--- src/hw/rtl/linear_probe_hash_map_top_defines.svh ---
// assertion macros for the linear probing hash table
// used by linear_probe_hash_map_top only
`ifndef LINEAR_PROBE_HASH_MAP_TOP_DEFINES_SVH
`define LINEAR_PROBE_HASH_MAP_TOP_DEFINES_SVH

// same-cycle implication
`define LPHM_ASSERT_IMP(lbl, clk, rst, ante, cons) \
  lbl: assert property (@(posedge clk) disable iff (rst) (ante) |-> (cons)) \
    else $error("lphm assertion failed");

// next-cycle implication
`define LPHM_ASSERT_NXT(lbl, clk, rst, ante, cons) \
  lbl: assert property (@(posedge clk) disable iff (rst) (ante) |=> (cons)) \
    else $error("lphm assertion failed");

`endif

--- src/hw/rtl/lphm_pkg.sv ---
// shared constants, codes and control structs for the hash table
// no dependencies
`timescale 1ns / 1ps

package lphm_pkg;

  localparam int TABLE_SIZE_DEF = 256;
  localparam int KEY_W          = 32;
  localparam int DATA_W         = 32;
  localparam int CMD_W          = 2;

  localparam logic [CMD_W-1:0] CMD_LOOKUP = 2'd0;
  localparam logic [CMD_W-1:0] CMD_INSERT = 2'd1;
  localparam logic [CMD_W-1:0] CMD_DELETE = 2'd2;

  typedef enum logic [1:0] {
    ST_EMPTY = 2'd0,
    ST_USED  = 2'd1,
    ST_GONE  = 2'd2
  } slot_st_t;

  // controller to datapath
  typedef struct packed {
    logic clear;   // one step of the status clearing sweep
    logic load;    // take the input beat, start home slot
    logic home;    // issue first read at home slot
    logic probe;   // examine current slot, read the next
    logic commit;  // write back and load the output register
  } ctrl_cmd_t;

  // datapath to controller
  typedef struct packed {
    logic clr_last;
    logic cmd_known;
    logic home_done;
    logic probe_stop;
    logic out_free;
  } dp_stat_t;

endpackage

--- src/hw/rtl/lphm_ctrl.sv ---
// sequencing state machine: clear sweep, home slot, probe walk, write back
// uses lphm_pkg structs
`timescale 1ns / 1ps

module lphm_ctrl (
  input  logic                 clk,
  input  logic                 rst,
  input  logic                 in_valid,
  output logic                 in_stall,
  input  lphm_pkg::dp_stat_t   stat,
  output lphm_pkg::ctrl_cmd_t  cmd
);
  import lphm_pkg::*;

  typedef enum logic [2:0] {
    S_CLEAR,
    S_IDLE,
    S_HOME,
    S_PROBE,
    S_COMMIT
  } state_t;

  state_t state;

  always_ff @(posedge clk) begin
    if (rst) begin
      state <= S_CLEAR;
    end else begin
      case (state)
        S_CLEAR: begin
          if (stat.clr_last) state <= S_IDLE;
        end
        S_IDLE: begin
          if (in_valid) state <= stat.cmd_known ? S_HOME : S_COMMIT;
        end
        S_HOME: begin
          if (stat.home_done) state <= S_PROBE;
        end
        S_PROBE: begin
          if (stat.probe_stop) state <= S_COMMIT;
        end
        S_COMMIT: begin
          if (stat.out_free) state <= S_IDLE;
        end
        default: state <= S_CLEAR;
      endcase
    end
  end

  assign in_stall   = (state != S_IDLE);
  assign cmd.clear  = (state == S_CLEAR);
  assign cmd.load   = (state == S_IDLE) && in_valid;
  assign cmd.home   = (state == S_HOME) && stat.home_done;
  assign cmd.probe  = (state == S_PROBE);
  assign cmd.commit = (state == S_COMMIT) && stat.out_free;

endmodule

--- config.mk ---
export PLATFORM = sky130hd
export DESIGN_NAME = lphm_ctrl
export DESIGN_NICKNAME = d
export VERILOG_FILES = /design/src/hw/rtl/linear_probe_hash_map_top_defines.svh /design/src/hw/rtl/lphm_pkg.sv /design/src/hw/rtl/lphm_ctrl.sv
export SDC_FILE = /design/constraint.sdc
export NUM_CORES = 1
export LEC_CHECK = 0
export ABC_AREA = 1
export ABC_CLOCK_PERIOD_IN_PS = 1000
export BUFFER_PORTS_ARGS = -buffer_cell sky130_fd_sc_hd__clkbuf_2
export CAP_MARGIN = 20
export CORE_AREA = 2 2 39 41
export DETAILED_ROUTE_END_ITERATION = 16
export DIE_AREA = 0 0 41 43
export GPL_ROUTABILITY_DRIVEN = 0
export HOLD_SLACK_MARGIN = 0.08
export SYNTH_ARGS = -nofsm -noshare
export SYNTH_HDL_FRONTEND = slang
export SYNTH_SLANG_ARGS = --single-unit
export TNS_END_PERCENT = 50
--- constraint.sdc ---
create_clock -name clk -period 1 [get_ports clk]
set_clock_uncertainty 0.05 [all_clocks]
set_input_delay 0.05 -clock clk [delete_from_list [all_inputs] [get_ports clk]]
set_output_delay 0.05 -clock clk [all_outputs]
set_load 0.05 [all_outputs]
# After elaboration in Yosys (flattened, before gate mapping)
# Index checks and enable logic that the tools add are counted.
# word_totals
ram_bits	0
latchBits	0
wordCells	23
out_inout_bits	6
mem_bits_ro	0
regBits	3
n_memories	0
# classes
n_div	0
muxes	7
n_reduce_logical	5
mul	0
bitwise_logic	0
n_addsub	0
shift	0
eq_ne	10
order_cmp	0
# op_table
op	n
two-way mux 3 bit	6
case mux 3 bit (5 select lines)	1
!= test 2 bit, second input constant	5
equality test 3 x 2 -> 1 bit, second input constant	2
AND reduction 5 bit	1
equality test 3 x 1 -> 1 bit, second input constant	1
equality test 3 bit, second input constant	1
logical AND 1 bit	3
logical NOT 3 bit	1
!= test 3 x 1 -> 1 bit, second input constant	1

# Depth between registers and ports, before layout
# depth
depth_word	3
depth_mapped	9
ltp_nobuf	8

# Least setup slack after synthesis
# No wires, ideal clock.
# synth_timing
kind	register -> output
start	register state[2]
end	output cmd[0] (netlist name)
required_time_ns	0.900
slack_ns	-1.098
stages_incl_launch_ff	3
t_arrival_ns	1.998
path_cell_list	dfxtp_1 > inv_2 > nor4_1
# synth_lines
item	line_no	text
from (decl)	lphm_ctrl.sv:23	state_t state;
from (signal assigned)	lphm_ctrl.sv:34	if (in_valid) state <= stat.cmd_known ? S_HOME : S_COMMIT;
to (decl)	lphm_ctrl.sv:11	output lphm_pkg::ctrl_cmd_t cmd

==> run_results.csv <==
group,metric,value,unit
power,peakVddDrop,1.02,mV
timing,finalCriticalPeriod,1.27,ns
place,dp_cells,87,
detailed_routing,drt_iter0_markers,2,
detailed_routing,vias_per_cell,4.19,
worst_setup_path,rrSetupSlack,-0.20,ns
global_routing,grt_pass1_wl,1.32,mm
worst_hold_path,hp-class,"in -> reg",
detailed_routing,wl,822,um
clocking,clk_pin_slew,0.04,ns
global_routing,grt_util_all_layers,0.108,
floorplan,initial_core_util,0.234,
flow_run,maxCapViolations,0,
synth,avgSynthCellArea,5.89,sq um
cells_and_area,largest_register_ffs,3,
clocking,clock-root-buffer,"clkbuf_4",
worst_setup_path,r2r-start,"state[0]$_SDFFE_PP0P_",
clocking,clock_latency,0.23,ns
status,run_status,"finished with violations",
floorplan,fp-row-count,14,
global_routing,grt_max_degree,8,
worst_setup_path,path_class,"reg -> out",
power,powerDensity,3060,mW/mm^2
timing,finalCritPeriodShare,1.27,
cells_and_area,final_util,0.487,
synth,yosysUniqueCellTypes,14,
global_routing,overflow,0,
detailed_routing,ant_nets,0,
worst_setup_path,start_kind,"flip-flop",
place,dpl.hpwl,635,um
timing,rsz0062_at_grt,"true",
timing,setup_viol,9,
worst_setup_path,worstPathMaxFanout,3,
timing,tightest_slew,0.233,ns
worst_hold_path,holdPathStages,6,
cells_and_area,diodes,0,
cells_and_area,stdcell_count,96,
clocking,cts_buffer_depth,2,
global_routing,grt_pass1_vias,377,
detailed_routing,drt-pass1-iter-count,2,
synth,yosysWarningCount,0,
cells_and_area,drive_gt1_frac,0.600,
synth,ys_seq_elements,3,
worst_setup_path,cp.required,0.90,ns
timing,slew-limit-headroom,0.843,
worst_setup_path,cp.arrival,1.17,ns
cells_and_area,layout.nets,89,
floorplan,die_area,0.00176,sq mm
clocking,clock_sinks,3,
floorplan,core_region_area,0.00138,sq mm
cells_and_area,regMostFlops,"state",
synth,syn_inst,55,
detailed_routing,vias,402,
timing,hold_violations,0,
timing,maxSlewViolCount,0,
floorplan,dieHeight,43,um
cells_and_area,syn2layout_area_growth,108,%
floorplan,ios,14,
synth,yosysSeqAreaShare,0.185,
detailed_routing,drcViolationCount,0,
worst_hold_path,hold_start,"stat[3]",
worst_setup_path,r2r-end,"state[0]$_SDFFE_PP0P_",
timing,max_clock_freq,789,MHz
synth,syn_nets,63,
worst_hold_path,hold_path_end,"state[2]$_SDFFE_PP0P_",
synth,syn_area,324,sq um
detailed_routing,routedWlPerCell,8.56,um
clocking,tritoncts,"yes",
timing,setup_ws,-0.267,ns
worst_setup_path,end_kind,"output pin",
worst_setup_path,ff2ff_path_depth,8,
cells_and_area,top_regs,"state x3",
status,violations,"negative setup slack",
global_routing,antenna_found_initial,0,
floorplan,die_w,41,um
place,place_ws,-0.236,ns
place,io_buffers,13,
clocking,cts_made_buffers,3,
power,p_leak,0.339,nW
clocking,h-tree-depth,1,
[synth_stat cells]
| cell | number | area share |
|---|---|---|
| nor2_2 | 4 | 0.077 |
| buf_6 | 2 | 0.069 |
| dfxtp_1 | 3 | 0.19 |
| nand3_2 | 3 | 0.093 |
| inv_1 | 10 | 0.12 |
| o21ai_0 | 1 | 0.015 |
| nor4_1 | 1 | 0.019 |
| inv_2 | 3 | 0.035 |
| nor2_4 | 1 | 0.035 |
| nand2_2 | 1 | 0.019 |
| nand2_1 | 5 | 0.058 |
| nor3_1 | 1 | 0.015 |
| nor2_1 | 12 | 0.14 |
| nand3_1 | 8 | 0.12 |
[kinds of logic (layout without fill, tap and decap cells)]
family / count (synthesis) / in the layout / synth area share
buf+inv: 15 / 40 / 0.220
compound gates: 1 / 1 / 0.0154
simple gates: 36 / 36 / 0.579
flops: 3 / 3 / 0.185
[worst max-delay path, cell delays in order (launching register included)]
cell and delay (ns):
dfxtp_4 0.35, buf_6 0.13, nor4_4 0.28, buf_8 0.18
[timing repair]
| action | CTS | global route |
|---|---|---|
| hold buffers | 1 | 0 |
| setup endpoints to repair | 9 | 9 |
| buffers inserted | 4 | 0 |
| resized for setup | 22 | 4 |
| gates cloned | 0 | 0 |
| endpoints found under the hold margin | 3 | 0 |
| pin swaps | 2 | 0 |
[worst max path at each step]
stage / startpoint / to / slack, ns / depth (start not counted)
after global placement: state[1]$_SDFFE_PP0P_ / cmd[0] / -0.22 / 3
after global routing: state[1]$_SDFFE_PP0P_ / cmd[0] / -0.31 / 3
after floorplan: state[0]$_SDFFE_PP0P_ / cmd[0] / -0.20 / 2
after CTS: state[1]$_SDFFE_PP0P_ / cmd[0] / -0.27 / 3
final: state[1]$_SDFFE_PP0P_ / cmd[0] / -0.27 / 3
after detailed placement: state[0]$_SDFFE_PP0P_ / state[1]$_SDFFE_PP0P_ / -0.24 / 7
[power by group]
| group | total [W] | internal [W] | switching, W |
|---|---|---|---|
| combinational | 0.00157 | 0.000746 | 0.000827 |
| sequential | 0.000277 | 0.000192 | 0.0000853 |
| clock | 0.000212 | 0.000149 | 0.0000623 |
| total | 0.00206 | 0.00109 | 0.000974 |
[per-layer routing]
| layer | vias up | routed length (um) | track usage |
|---|---|---|---|
| met5 | - | 0 | 0 |
| met4 | 0 | 16 | 0.0600 |
| met3 | 2 | 35 | 0.0157 |
| met2 | 10 | 429 | 0.206 |
| met1 | 172 | 340 | 0.0962 |
| li1 | 218 | - | - |
[cell type report]
cell class              count  area, sq um
fillers                   128          709
inverters                  13         63.8
repair buffers             23          246
clock buffers               4         26.3
flip-flops and latches      3         71.3
multi-input cells          37          246
well taps                  16         20.0
[metrics by stage]
stage	setup TNS, ns	hold WS, ns	power (W)	cell area, sq um
2_1_floorplan	-0.790	0.160	0.00118	377
3_3_place_gp	-1.36	0.265	0.00151	507
3_5_place_dp	-1.44	0.269	0.00152	507
4_1_cts	-1.70	0.212	0.00204	666
5_1_grt	-2.22	0.249	0.00220	674
6_report	-1.70	0.211	0.00206	674
[placed cells by master, fill, tap and decap left out, drive strengths merged]
cell	instances
buf	14
nand3	11
dfxtp	3
nor3	1
inv	12
dlygate4sd3	1
clkinv	1
clkbuf	12
nand2	6
nor4	1
nor2	17
o21ai	1
Power figures use the tool's default switching activity.
